### src/rtl/core/sorted_slot_page_table_top_defines.svh
// ----------------------------------------------------------------------------
// Sorted slot page table: assertion macros
// Shorthand for the concurrent checks at the end of the top level.
// ----------------------------------------------------------------------------
`ifndef SORTED_SLOT_PAGE_TABLE_TOP_DEFINES_SVH
`define SORTED_SLOT_PAGE_TABLE_TOP_DEFINES_SVH

// property holds at every edge out of reset
`define SSP_ASSERT_HOLDS(label, clk, rst, prop, msg) \
   label: assert property (@(posedge clk) disable iff (rst) (prop)) else $error(msg);

// same-cycle implication
`define SSP_ASSERT_IMPL(label, clk, rst, ante, cons, msg) \
   label: assert property (@(posedge clk) disable iff (rst) (ante) |-> (cons)) else $error(msg);

// next-cycle implication
`define SSP_ASSERT_NEXT(label, clk, rst, ante, cons, msg) \
   label: assert property (@(posedge clk) disable iff (rst) (ante) |=> (cons)) else $error(msg);

`endif

### src/rtl/core/ssp_pkg.sv
`timescale 1ns / 1ps
// ----------------------------------------------------------------------------
// Sorted slot page table: shared package
// Command and status codes, fixed field widths and the sequencer states.
// ----------------------------------------------------------------------------
package ssp_pkg;

   localparam int CMD_BITS    = 3;
   localparam int SLOT_BITS   = 8;
   localparam int STATUS_BITS = 2;
   localparam int COUNT_BITS  = 7;

   localparam logic [CMD_BITS-1:0] CMD_INSERT = 3'd0;
   localparam logic [CMD_BITS-1:0] CMD_DELETE = 3'd1;
   localparam logic [CMD_BITS-1:0] CMD_READ   = 3'd2;
   localparam logic [CMD_BITS-1:0] CMD_NEXT   = 3'd3;
   localparam logic [CMD_BITS-1:0] CMD_PREV   = 3'd4;

   localparam logic [STATUS_BITS-1:0] STATUS_OK    = 2'd0;
   localparam logic [STATUS_BITS-1:0] STATUS_FULL  = 2'd1;
   localparam logic [STATUS_BITS-1:0] STATUS_EMPTY = 2'd2;
   localparam logic [STATUS_BITS-1:0] STATUS_RANGE = 2'd3;

   localparam logic [SLOT_BITS-1:0] SLOT_NONE = 8'hFF;

   typedef enum logic [8:0] {
      S_IDLE    = 9'b000000001,
      S_SCAN    = 9'b000000010,
      S_MOVE_RD = 9'b000000100,
      S_MOVE_WR = 9'b000001000,
      S_PLACE   = 9'b000010000,
      S_CHECK   = 9'b000100000,
      S_WALK    = 9'b001000000,
      S_LOOK    = 9'b010000000,
      S_EMIT    = 9'b100000000
   } state_type;

endpackage

### src/rtl/core/ssp_ram.sv
`timescale 1ns / 1ps
// ----------------------------------------------------------------------------
// Sorted slot page table: generic RAM
// One write port, one read port with registered read data.
// ----------------------------------------------------------------------------
module ssp_ram #(
   parameter int WIDTH = 32,
   parameter int DEPTH = 64
) (
   input  logic                       clock,
   input  logic                       wr_en,
   input  logic [$clog2(DEPTH)-1:0]   wr_addr,
   input  logic [WIDTH-1:0]           wr_data,
   input  logic [$clog2(DEPTH)-1:0]   rd_addr,
   output logic [WIDTH-1:0]           rd_data
);

   logic [WIDTH-1:0] mem_ff [DEPTH];
   logic [WIDTH-1:0] rd_data_ff;

   always_ff @(posedge clock) begin
      if (wr_en) begin
         mem_ff[wr_addr] <= wr_data;
      end
      rd_data_ff <= mem_ff[rd_addr];
   end

   assign rd_data = rd_data_ff;

endmodule

### src/rtl/core/ssp_alu.sv
`timescale 1ns / 1ps
// ----------------------------------------------------------------------------
// Sorted slot page table: shared step unit
// Steps the slot position by one in either direction and compares two keys.
// ----------------------------------------------------------------------------
module ssp_alu import ssp_pkg::*; #(
   parameter int POS_BITS = 9,
   parameter int KEY_BITS = 32
) (
   input  logic signed [POS_BITS-1:0] pos,
   input  logic                       dec,
   input  logic        [KEY_BITS-1:0] key_a,
   input  logic        [KEY_BITS-1:0] key_b,
   output logic signed [POS_BITS-1:0] pos_next,
   output logic                       key_le
);

   always_comb begin
      pos_next = dec ? (pos - POS_BITS'(1)) : (pos + POS_BITS'(1));
      key_le   = $signed(key_a) <= $signed(key_b);
   end

endmodule

### src/rtl/core/sorted_slot_page_table_top.sv
`timescale 1ns / 1ps
// Steps: insert scans every slot, moves entries by a read and a write each, ends the
// moves, places; delete checks; read checks, next/previous walk, then look up; all emit.
// Throughput: one beat at a time; the shared RAM read address and single step unit set the pace.
// The result register frees the input side while a result beat waits.
// Reset: used bitmap, entry count, response valid and sequencer clear; store contents
// stay undefined until written.
// ----------------------------------------------------------------------------
// Sorted slot page table: top level
// Page of slots kept in signed key order with insert, delete, read and scans.
// ----------------------------------------------------------------------------
`include "sorted_slot_page_table_top_defines.svh"

module sorted_slot_page_table_top import ssp_pkg::*; #(
   parameter int SLOTS        = 64,
   parameter int KEY_BITS     = 32,
   parameter int PAYLOAD_BITS = 32
) (
   input  logic clock,
   input  logic reset,
   // tdata: key, payload, slot
   input  logic [((KEY_BITS+PAYLOAD_BITS+SLOT_BITS+7)/8)*8-1:0] req_tdata,
   // tuser: cmd
   input  logic [CMD_BITS-1:0]                                  req_tuser,
   input  logic                                                 req_tvalid,
   output logic                                                 req_tready,
   // tdata: result_slot, slot_used, out_key, out_payload, entry_count
   output logic [((SLOT_BITS+1+KEY_BITS+PAYLOAD_BITS+COUNT_BITS+7)/8)*8-1:0] rsp_tdata,
   // tuser: status
   output logic [STATUS_BITS-1:0]                               rsp_tuser,
   output logic                                                 rsp_tvalid,
   input  logic                                                 rsp_tready
);

   localparam int RSP_F = SLOT_BITS+1+KEY_BITS+PAYLOAD_BITS+COUNT_BITS;
   localparam int RSP_W = ((RSP_F+7)/8)*8;
   localparam int IW    = $clog2(SLOTS);
   localparam int PW    = (IW+2 > SLOT_BITS+1) ? IW+2 : SLOT_BITS+1;
   localparam int CW    = $clog2(SLOTS+1);
   localparam logic signed [PW-1:0] SLOTS_P = PW'(SLOTS);
   localparam logic signed [PW-1:0] NONE_P  = '1;

   state_type                state_ff, state_in;
   logic [CMD_BITS-1:0]      cmd_ff, cmd_in;
   logic [KEY_BITS-1:0]      key_ff, key_in;
   logic [PAYLOAD_BITS-1:0]  pay_ff, pay_in;
   logic [SLOT_BITS-1:0]     slot_ff, slot_in;
   logic signed [PW-1:0]     pos_ff, pos_in;
   logic signed [PW-1:0]     hole_ff, hole_in;
   logic                     hole_found_ff, hole_found_in;
   logic signed [PW-1:0]     le_ff, le_in;
   logic                     le_act_ff, le_act_in;
   logic                     dec_ff, dec_in;
   logic [IW-1:0]            src_ff, src_in;
   logic [IW-1:0]            rd_idx_ff, rd_idx_in;
   logic                     pend_ff, pend_in;
   logic [SLOTS-1:0]         used_ff, used_in;
   logic [CW-1:0]            count_ff, count_in;

   logic [STATUS_BITS-1:0]   res_status_ff, res_status_in;
   logic [SLOT_BITS-1:0]     res_slot_ff, res_slot_in;
   logic                     res_used_ff, res_used_in;
   logic [KEY_BITS-1:0]      res_key_ff, res_key_in;
   logic [PAYLOAD_BITS-1:0]  res_pay_ff, res_pay_in;

   logic                     rsp_valid_ff, rsp_valid_in;
   logic [STATUS_BITS-1:0]   rsp_status_ff, rsp_status_in;
   logic [RSP_F-1:0]         rsp_data_ff, rsp_data_in;

   logic                     ram_we;
   logic [IW-1:0]            ram_waddr;
   logic [IW-1:0]            ram_raddr;
   logic [KEY_BITS-1:0]      ram_wkey, ram_rkey;
   logic [PAYLOAD_BITS-1:0]  ram_wpay, ram_rpay;

   logic signed [PW-1:0]     alu_next;
   logic                     alu_le;
   logic                     req_beat;
   logic                     rsp_load;
   logic signed [PW-1:0]     req_slot_s;
   logic signed [PW-1:0]     slot_s;
   logic [IW-1:0]            pos_idx;
   logic [IW-1:0]            next_idx;

   ssp_ram #(.WIDTH(KEY_BITS), .DEPTH(SLOTS)) u_key_ram (
      .clock   (clock),
      .wr_en   (ram_we),
      .wr_addr (ram_waddr),
      .wr_data (ram_wkey),
      .rd_addr (ram_raddr),
      .rd_data (ram_rkey)
   );

   ssp_ram #(.WIDTH(PAYLOAD_BITS), .DEPTH(SLOTS)) u_pay_ram (
      .clock   (clock),
      .wr_en   (ram_we),
      .wr_addr (ram_waddr),
      .wr_data (ram_wpay),
      .rd_addr (ram_raddr),
      .rd_data (ram_rpay)
   );

   ssp_alu #(.POS_BITS(PW), .KEY_BITS(KEY_BITS)) u_alu (
      .pos      (pos_ff),
      .dec      (dec_ff),
      .key_a    (ram_rkey),
      .key_b    (key_ff),
      .pos_next (alu_next),
      .key_le   (alu_le)
   );

   assign req_tready = (state_ff == S_IDLE);
   assign req_beat   = req_tvalid && req_tready;
   assign rsp_load   = (state_ff == S_EMIT) && (!rsp_valid_ff || rsp_tready);
   assign req_slot_s = $signed({{(PW-SLOT_BITS){req_tdata[KEY_BITS+PAYLOAD_BITS+SLOT_BITS-1]}},
                                req_tdata[KEY_BITS+PAYLOAD_BITS +: SLOT_BITS]});
   assign slot_s     = $signed({{(PW-SLOT_BITS){slot_ff[SLOT_BITS-1]}}, slot_ff});
   assign pos_idx    = pos_ff[IW-1:0];
   assign next_idx   = alu_next[IW-1:0];

   always_comb begin
      state_in      = state_ff;
      cmd_in        = cmd_ff;
      key_in        = key_ff;
      pay_in        = pay_ff;
      slot_in       = slot_ff;
      pos_in        = pos_ff;
      hole_in       = hole_ff;
      hole_found_in = hole_found_ff;
      le_in         = le_ff;
      le_act_in     = le_act_ff;
      dec_in        = dec_ff;
      src_in        = src_ff;
      rd_idx_in     = rd_idx_ff;
      pend_in       = pend_ff;
      used_in       = used_ff;
      count_in      = count_ff;
      res_status_in = res_status_ff;
      res_slot_in   = res_slot_ff;
      res_used_in   = res_used_ff;
      res_key_in    = res_key_ff;
      res_pay_in    = res_pay_ff;
      ram_we        = 1'b0;
      ram_waddr     = pos_idx;
      ram_raddr     = pos_idx;
      ram_wkey      = ram_rkey;
      ram_wpay      = ram_rpay;

      case (state_ff)
         S_IDLE: begin
            if (req_beat) begin
               cmd_in        = req_tuser;
               key_in        = req_tdata[KEY_BITS-1:0];
               pay_in        = req_tdata[KEY_BITS +: PAYLOAD_BITS];
               slot_in       = req_tdata[KEY_BITS+PAYLOAD_BITS +: SLOT_BITS];
               res_status_in = STATUS_OK;
               res_slot_in   = SLOT_NONE;
               res_used_in   = 1'b0;
               res_key_in    = '0;
               res_pay_in    = '0;
               case (req_tuser)
                  CMD_INSERT: begin
                     pos_in        = '0;
                     hole_found_in = 1'b0;
                     le_in         = NONE_P;
                     le_act_in     = 1'b1;
                     pend_in       = 1'b0;
                     dec_in        = 1'b0;
                     state_in      = S_SCAN;
                  end
                  CMD_DELETE, CMD_READ: begin
                     state_in = S_CHECK;
                  end
                  CMD_NEXT: begin
                     pos_in   = (req_slot_s < NONE_P) ? NONE_P : req_slot_s;
                     dec_in   = 1'b0;
                     state_in = S_WALK;
                  end
                  CMD_PREV: begin
                     pos_in   = (req_slot_s > SLOTS_P) ? SLOTS_P : req_slot_s;
                     dec_in   = 1'b1;
                     state_in = S_WALK;
                  end
                  default: begin
                     state_in = S_EMIT;
                  end
               endcase
            end
         end

         S_SCAN: begin
            ram_raddr = pos_idx;
            if (pos_ff < SLOTS_P) begin
               if (!used_ff[pos_idx] && !hole_found_ff) begin
                  hole_in       = pos_ff;
                  hole_found_in = 1'b1;
               end
               pos_in    = alu_next;
               rd_idx_in = pos_idx;
               pend_in   = 1'b1;
            end else begin
               pend_in = 1'b0;
            end
            if (pend_ff && le_act_ff && used_ff[rd_idx_ff]) begin
               if (alu_le) begin
                  le_in = $signed({{(PW-IW){1'b0}}, rd_idx_ff});
               end else begin
                  le_act_in = 1'b0;
               end
            end
            if ((pos_ff == SLOTS_P) && !pend_ff) begin
               if (!hole_found_ff) begin
                  res_status_in = STATUS_FULL;
                  state_in      = S_EMIT;
               end else begin
                  dec_in   = !(hole_ff < le_ff);
                  pos_in   = hole_ff;
                  state_in = S_MOVE_RD;
               end
            end
         end

         S_MOVE_RD: begin
            if (dec_ff ? (alu_next <= le_ff) : (pos_ff >= le_ff)) begin
               state_in = S_PLACE;
            end else begin
               ram_raddr = next_idx;
               src_in    = next_idx;
               state_in  = S_MOVE_WR;
            end
         end

         S_MOVE_WR: begin
            if (!used_ff[pos_idx] && used_ff[src_ff]) begin
               ram_we           = 1'b1;
               ram_waddr        = pos_idx;
               used_in[pos_idx] = 1'b1;
               used_in[src_ff]  = 1'b0;
            end
            pos_in   = alu_next;
            state_in = S_MOVE_RD;
         end

         S_PLACE: begin
            ram_we    = 1'b1;
            ram_waddr = pos_idx;
            ram_wkey  = key_ff;
            ram_wpay  = pay_ff;
            if (!used_ff[pos_idx]) begin
               count_in = count_ff + CW'(1);
            end
            used_in[pos_idx] = 1'b1;
            res_slot_in      = pos_ff[SLOT_BITS-1:0];
            res_used_in      = 1'b1;
            res_key_in       = key_ff;
            res_pay_in       = pay_ff;
            state_in         = S_EMIT;
         end

         S_CHECK: begin
            res_slot_in = slot_ff;
            ram_raddr   = slot_s[IW-1:0];
            if (slot_s[PW-1] || (slot_s >= SLOTS_P)) begin
               res_status_in = STATUS_RANGE;
               state_in      = S_EMIT;
            end else if (!used_ff[slot_s[IW-1:0]]) begin
               res_status_in = STATUS_EMPTY;
               state_in      = S_EMIT;
            end else if (cmd_ff == CMD_DELETE) begin
               used_in[slot_s[IW-1:0]] = 1'b0;
               count_in                = count_ff - CW'(1);
               state_in                = S_EMIT;
            end else begin
               res_used_in = 1'b1;
               state_in    = S_LOOK;
            end
         end

         S_WALK: begin
            ram_raddr = next_idx;
            if (!dec_ff && (alu_next >= SLOTS_P)) begin
               res_slot_in = SLOTS_P[SLOT_BITS-1:0];
               state_in    = S_EMIT;
            end else if (dec_ff && alu_next[PW-1]) begin
               res_slot_in = SLOT_NONE;
               state_in    = S_EMIT;
            end else if (used_ff[next_idx]) begin
               res_slot_in = alu_next[SLOT_BITS-1:0];
               res_used_in = 1'b1;
               state_in    = S_LOOK;
            end else begin
               pos_in = alu_next;
            end
         end

         S_LOOK: begin
            res_key_in = ram_rkey;
            res_pay_in = ram_rpay;
            state_in   = S_EMIT;
         end

         S_EMIT: begin
            if (rsp_load) begin
               state_in = S_IDLE;
            end
         end

         default: begin
            state_in = S_IDLE;
         end
      endcase
   end

   always_comb begin
      rsp_valid_in  = rsp_valid_ff;
      rsp_status_in = rsp_status_ff;
      rsp_data_in   = rsp_data_ff;
      if (rsp_load) begin
         rsp_valid_in  = 1'b1;
         rsp_status_in = res_status_ff;
         rsp_data_in   = {COUNT_BITS'(count_ff), res_pay_ff, res_key_ff,
                          res_used_ff, res_slot_ff};
      end else if (rsp_valid_ff && rsp_tready) begin
         rsp_valid_in = 1'b0;
      end
   end

   always_ff @(posedge clock) begin
      if (reset) begin
         state_ff     <= S_IDLE;
         used_ff      <= '0;
         count_ff     <= '0;
         rsp_valid_ff <= 1'b0;
         pend_ff      <= 1'b0;
      end else begin
         state_ff     <= state_in;
         used_ff      <= used_in;
         count_ff     <= count_in;
         rsp_valid_ff <= rsp_valid_in;
         pend_ff      <= pend_in;
      end
   end

   always_ff @(posedge clock) begin
      cmd_ff        <= cmd_in;
      key_ff        <= key_in;
      pay_ff        <= pay_in;
      slot_ff       <= slot_in;
      pos_ff        <= pos_in;
      hole_ff       <= hole_in;
      hole_found_ff <= hole_found_in;
      le_ff         <= le_in;
      le_act_ff     <= le_act_in;
      dec_ff        <= dec_in;
      src_ff        <= src_in;
      rd_idx_ff     <= rd_idx_in;
      res_status_ff <= res_status_in;
      res_slot_ff   <= res_slot_in;
      res_used_ff   <= res_used_in;
      res_key_ff    <= res_key_in;
      res_pay_ff    <= res_pay_in;
      rsp_status_ff <= rsp_status_in;
      rsp_data_ff   <= rsp_data_in;
   end

   assign rsp_tvalid = rsp_valid_ff;
   assign rsp_tuser  = rsp_status_ff;
   assign rsp_tdata  = RSP_W'(rsp_data_ff);

   `SSP_ASSERT_HOLDS(a_count_match, clock, reset, int'(count_ff) == $countones(used_ff), "entry count out of step with used bitmap")
   `SSP_ASSERT_IMPL(a_full_count, clock, reset, rsp_load && (res_status_ff == STATUS_FULL), int'(count_ff) == SLOTS, "page full reported with free slots")
   `SSP_ASSERT_IMPL(a_move_range, clock, reset, state_ff == S_MOVE_WR, !pos_ff[PW-1] && (pos_ff < SLOTS_P) && (int'(src_ff) < SLOTS), "entry move outside the page")
   `SSP_ASSERT_NEXT(a_place_used, clock, reset, state_ff == S_PLACE, used_ff[$past(pos_idx)], "placed slot not marked used")

endmodule

### config.mk
export PLATFORM = sky130hd
export DESIGN_NAME = sorted_slot_page_table_top
export DESIGN_NICKNAME = d
export VERILOG_FILES = /design/src/rtl/core/ssp_pkg.sv /design/src/rtl/core/ssp_ram.sv /design/src/rtl/core/ssp_alu.sv /design/src/rtl/core/sorted_slot_page_table_top.sv
export VERILOG_INCLUDE_DIRS = /design/src /design/src/rtl/core
export SDC_FILE = /design/constraint.sdc
export NUM_CORES = 2
export LEC_CHECK = 0
export BUFFER_PORTS_ARGS = -buffer_cell sky130_fd_sc_hd__buf_2
export CORE_MARGIN = 2
export CORE_UTILIZATION = 36
export CTS_CLUSTER_SIZE = 24
export DETAILED_ROUTE_END_ITERATION = 12
export PLACE_DENSITY_LB_ADDON = 0.1
export SYNTH_ARGS = -nofsm -noshare
export SYNTH_HDL_FRONTEND = slang
export SYNTH_HIERARCHICAL = 1
export SYNTH_SLANG_ARGS = --single-unit
### constraint.sdc
create_clock -name clock -period 7 [get_ports clock]
set_input_delay 1.4 -clock clock [delete_from_list [all_inputs] [get_ports clock]]
set_output_delay 1.4 -clock clock [all_outputs]
set_load 0.05 [all_outputs]
==> flow_summary.json <==
{
  "outcome": "complete, but fails checks",
  "violations": "capacitance limit, slew limit",
  "yosysSeqAreaShare": 0.757,
  "crit_type": "reg2reg",
  "place_ws_ns": -0.795,
  "powerDensity_nw_per_um2": 329,
  "cts_root_buf": "clkbuf_16",
  "areaGrowthSynthToFinish_pct": 16.5,
  "post-route-min-period_ns": 6.85,
  "final_max_slew_viol_count": 2,
  "syn_area_um2": 177000,
  "cp-end-kind": "flop",
  "crit_arrival_ns": 7.81,
  "final_cell_mix": "edfxtp_1, mux4_2, buf_4, clkbuf_16, mux2i_1",
  "tightest_slew_ns": 1.57,
  "drc": 0,
  "multi_input_area_um2": 41500,
  "dr.pass1.iters": 9,
  "post-route-cell-area_um2": 206000,
  "vdd_drop_max_uv": 231,
  "ys.flop_type": "edfxtp_1",
  "crit_top_cell": "buf_4",
  "dieArea_um2": 498000,
  "reg2reg_depth": 21,
  "start_kind": "flop",
  "met3_usage": 0.0382,
  "max_freq_mhz": 146,
  "grt_max_degree": 79,
  "timing.final.hold_violations": 0,
  "ys_warn_count": 6,
  "antenna_found_initial": 62,
  "initialDrtViolationCount": 12200,
  "use_met1": 0.336,
  "pwr-share-comb": 0.134,
  "finalCritPeriodShare": 0.979,
  "clock_skew_ns": 0.0756,
  "ant_nets": 0,
  "wl_per_cell_um": 35.3,
  "synth_area_per_cell_um2": 20.6,
  "fin_ws_ns": 0.149,
  "die_h_um": 705,
  "met2_usage": 0.347,
  "cts_hold_buf": 0,
  "hpwl_mm": 343,
  "cp.required_ns": 7.96,
  "hold_class": "reg2reg",
  "synth_cells": 8614,
  "final_core_util": 0.421,
  "ys_types": 93,
  "place_area_um2": 190000,
  "fill_cells": 42700,
  "drt-total-wl_mm": 574,
  "p_switching_uw": 18100,
  "crit_slowest_cell": "o21ai_0",
  "core_area_um2": 490000,
  "swShare": 0.267,
  "die_x_um": 705,
  "hold_path_depth": 0,
  "rows": 257,
  "grt-busiest-layer": "met2",
  "ys_ff_latch": 4514,
  "synthesis.nets": 8766,
  "clkTransAtPathRegs_ns": 0.07,
  "vias_per_cell": 5.78,
  "internal-power_uw": 49700,
  "max_stage_delay_ns": 1.20,
  "grt_pass1_wl_mm": 785,
  "async_reset_ff_frac": 0,
  "cts_buffer_depth": 4,
  "p_clk_frac": 0.379,
  "gp_congestion": 0.856,
  "synth_edf_count": 4368,
  "final_nets": 9517,
  "setup_viol": 0,
  "final.setup.tns_ns": 0,
  "grt_usage": 0.225,
  "grt_pass1_vias": 94100,
  "relSlewSlack": -0.0553,
  "clk-insertion-delay-late_ns": 1.03,
  "drv_cap": 1,
  "num_vias": 94000,
  "initial_utilization": 0.361,
  "path_max_fanout": 19,
  "power_frac_seq": 0.487,
  "portBuffers": 162,
  "drive_above_1_share": 0.293,
  "mostFrequentLayoutCell": "edfxtp_1",
  "overflow": 0,
  "tritoncts": "built",
  "io_pins": 163,
  "leakagePower_uw": 0.0656,
  "seq_area_um2": 134000,
  "crit_chain": "ha_1 > a21o_1 > a21oi_1 > o21ai_1 > o211ai_1 > xnor2_2 > ha_1 > and3_1 > a2111oi_0 > o311a_1 > a211o_1 > nand3_1 > buf_4 > o21ai_4 > buf_12 > buf_4 > buf_4 > mux4_2 > mux2i_1 > o21ai_0 > and4_1",
  "cts_buffers": 477,
  "clock-sinks": 4514,
  "htree_levels": 5
}
==> metal layers <==
layer | part of all wire | vias up | routed length (µm)
li1 | - | 37700 | -
met1 | 0.44 | 51400 | 254000
met2 | 0.46 | 4157 | 262000
met3 | 0.078 | 733 | 45000
met4 | 0.022 | 12 | 12500
met5 | 0.00028 | - | 162
==> final cells by class <==
type / instances / area share
Antenna cell: 11 / 0.000133
Clock buffer: 603 / 0.0618
Clock inverter: 288 / 0.0148
Inverter: 72 / 0.00131
Multi-Input combinational cell: 3522 / 0.201
Sequential cell: 4514 / 0.650
Tap cell: 6475 / 0.0393
Timing Repair Buffer: 778 / 0.0314
==> flip-flops by register name (all words and copies together) (netlist names), 7 cells and up <==
signal and count:
u_key_ram/mem_ff 2048, u_pay_ram/mem_ff 2048, rsp_tdata 80, used_ff 64, key_ff 32, pay_ff 32
res_key_ff 32, res_pay_ff 32, u_key_ram/rd_data 32, u_pay_ram/rd_data 32, hole_ff 9, pos_ff 9
state_ff 9, res_slot_ff 8, slot_ff 8, count_ff 7, le_ff 7
==> repair_timing <==
item,CTS,global route
gates resized for setup,7,32
pin swaps,1,2
setup endpoints to repair,41,35
cloned,0,2
buffers inserted,2,2
==> power groups by stage <==
stage               registers [µW]  logic [µW]  clock network, µW
finish                       33000        9090              25700
global route                 33000        9590              27200
CTS                          33000        9140              26200
detailed placement           33600        9120                  0
global placement             33600        8910                  0
floorplan                    33100        4540                  0
==> worst paths after layout <==
check                           slack [ns]           from               endpoint
worst min-delay path                  0.40  res_key_ff[8]          rsp_tdata[17]
worst max-delay path                  0.15         dec_ff  u_key_ram/rd_data[11]
worst max register to register        0.15         dec_ff  u_key_ram/rd_data[11]
worst min register to register        0.40  res_key_ff[8]          rsp_tdata[17]
==> stage by stage <==
| stage | hold slack [ns] | power (µW) | std cells |
|---|---|---|---|
| 2_1_floorplan | 0.400 | 37600 | 8614 |
| 3_5_place_dp | 0.405 | 42700 | 15400 |
| 4_1_cts | 0.392 | 68300 | 16200 |
| 5_1_grt | 0.422 | 69800 | 16300 |
| 6_report | 0.403 | 67800 | 16300 |
| 3_3_place_gp | 0.404 | 42500 | 15400 |
==> worst max-delay path, delay by kind of cell, from the launching register on <==
| kind | cells | cell delay [ns] |
|---|---|---|
| AO/OA/AOI/OAI | 9 | 3.04 |
| XOR/XNOR | 1 | 0.23 |
| adder cells (fa/ha/maj) | 2 | 0.63 |
| buffers and inverters | 4 | 1.21 |
| flip-flops | 1 | 0.52 |
| multiplexers | 2 | 0.34 |
| AND/OR/NAND/NOR | 3 | 0.74 |
==> Yosys cell counts (all sizes together), types with 80 or more instances <==
cell / n / area (µm²)
mux4: 1043 / 23500
mux2i: 309 / 3090
a22oi: 163 / 1220
a22o: 80 / 701
a21oi: 169 / 857
nor2: 300 / 1130
clkbuf: 217 / 816
nand3: 90 / 450
buf: 289 / 1880
o21ai: 94 / 470
dfxtp: 146 / 2920
o22ai: 182 / 1140
edfxtp: 4368 / 131000
nand2: 336 / 1260
==> kinds of logic after synthesis <==
kind of cell             share of synthesized area
flip-flops                                   0.757
AND/OR/NAND/NOR                             0.0272
adder cells (fa/ha/maj)                    0.00524
multiplexers                                 0.151
XOR/XNOR                                  0.000692
buffers and inverters                       0.0167
AO/OA/AOI/OAI                               0.0419
Note: power is estimated with default switching activity, not from simulation.
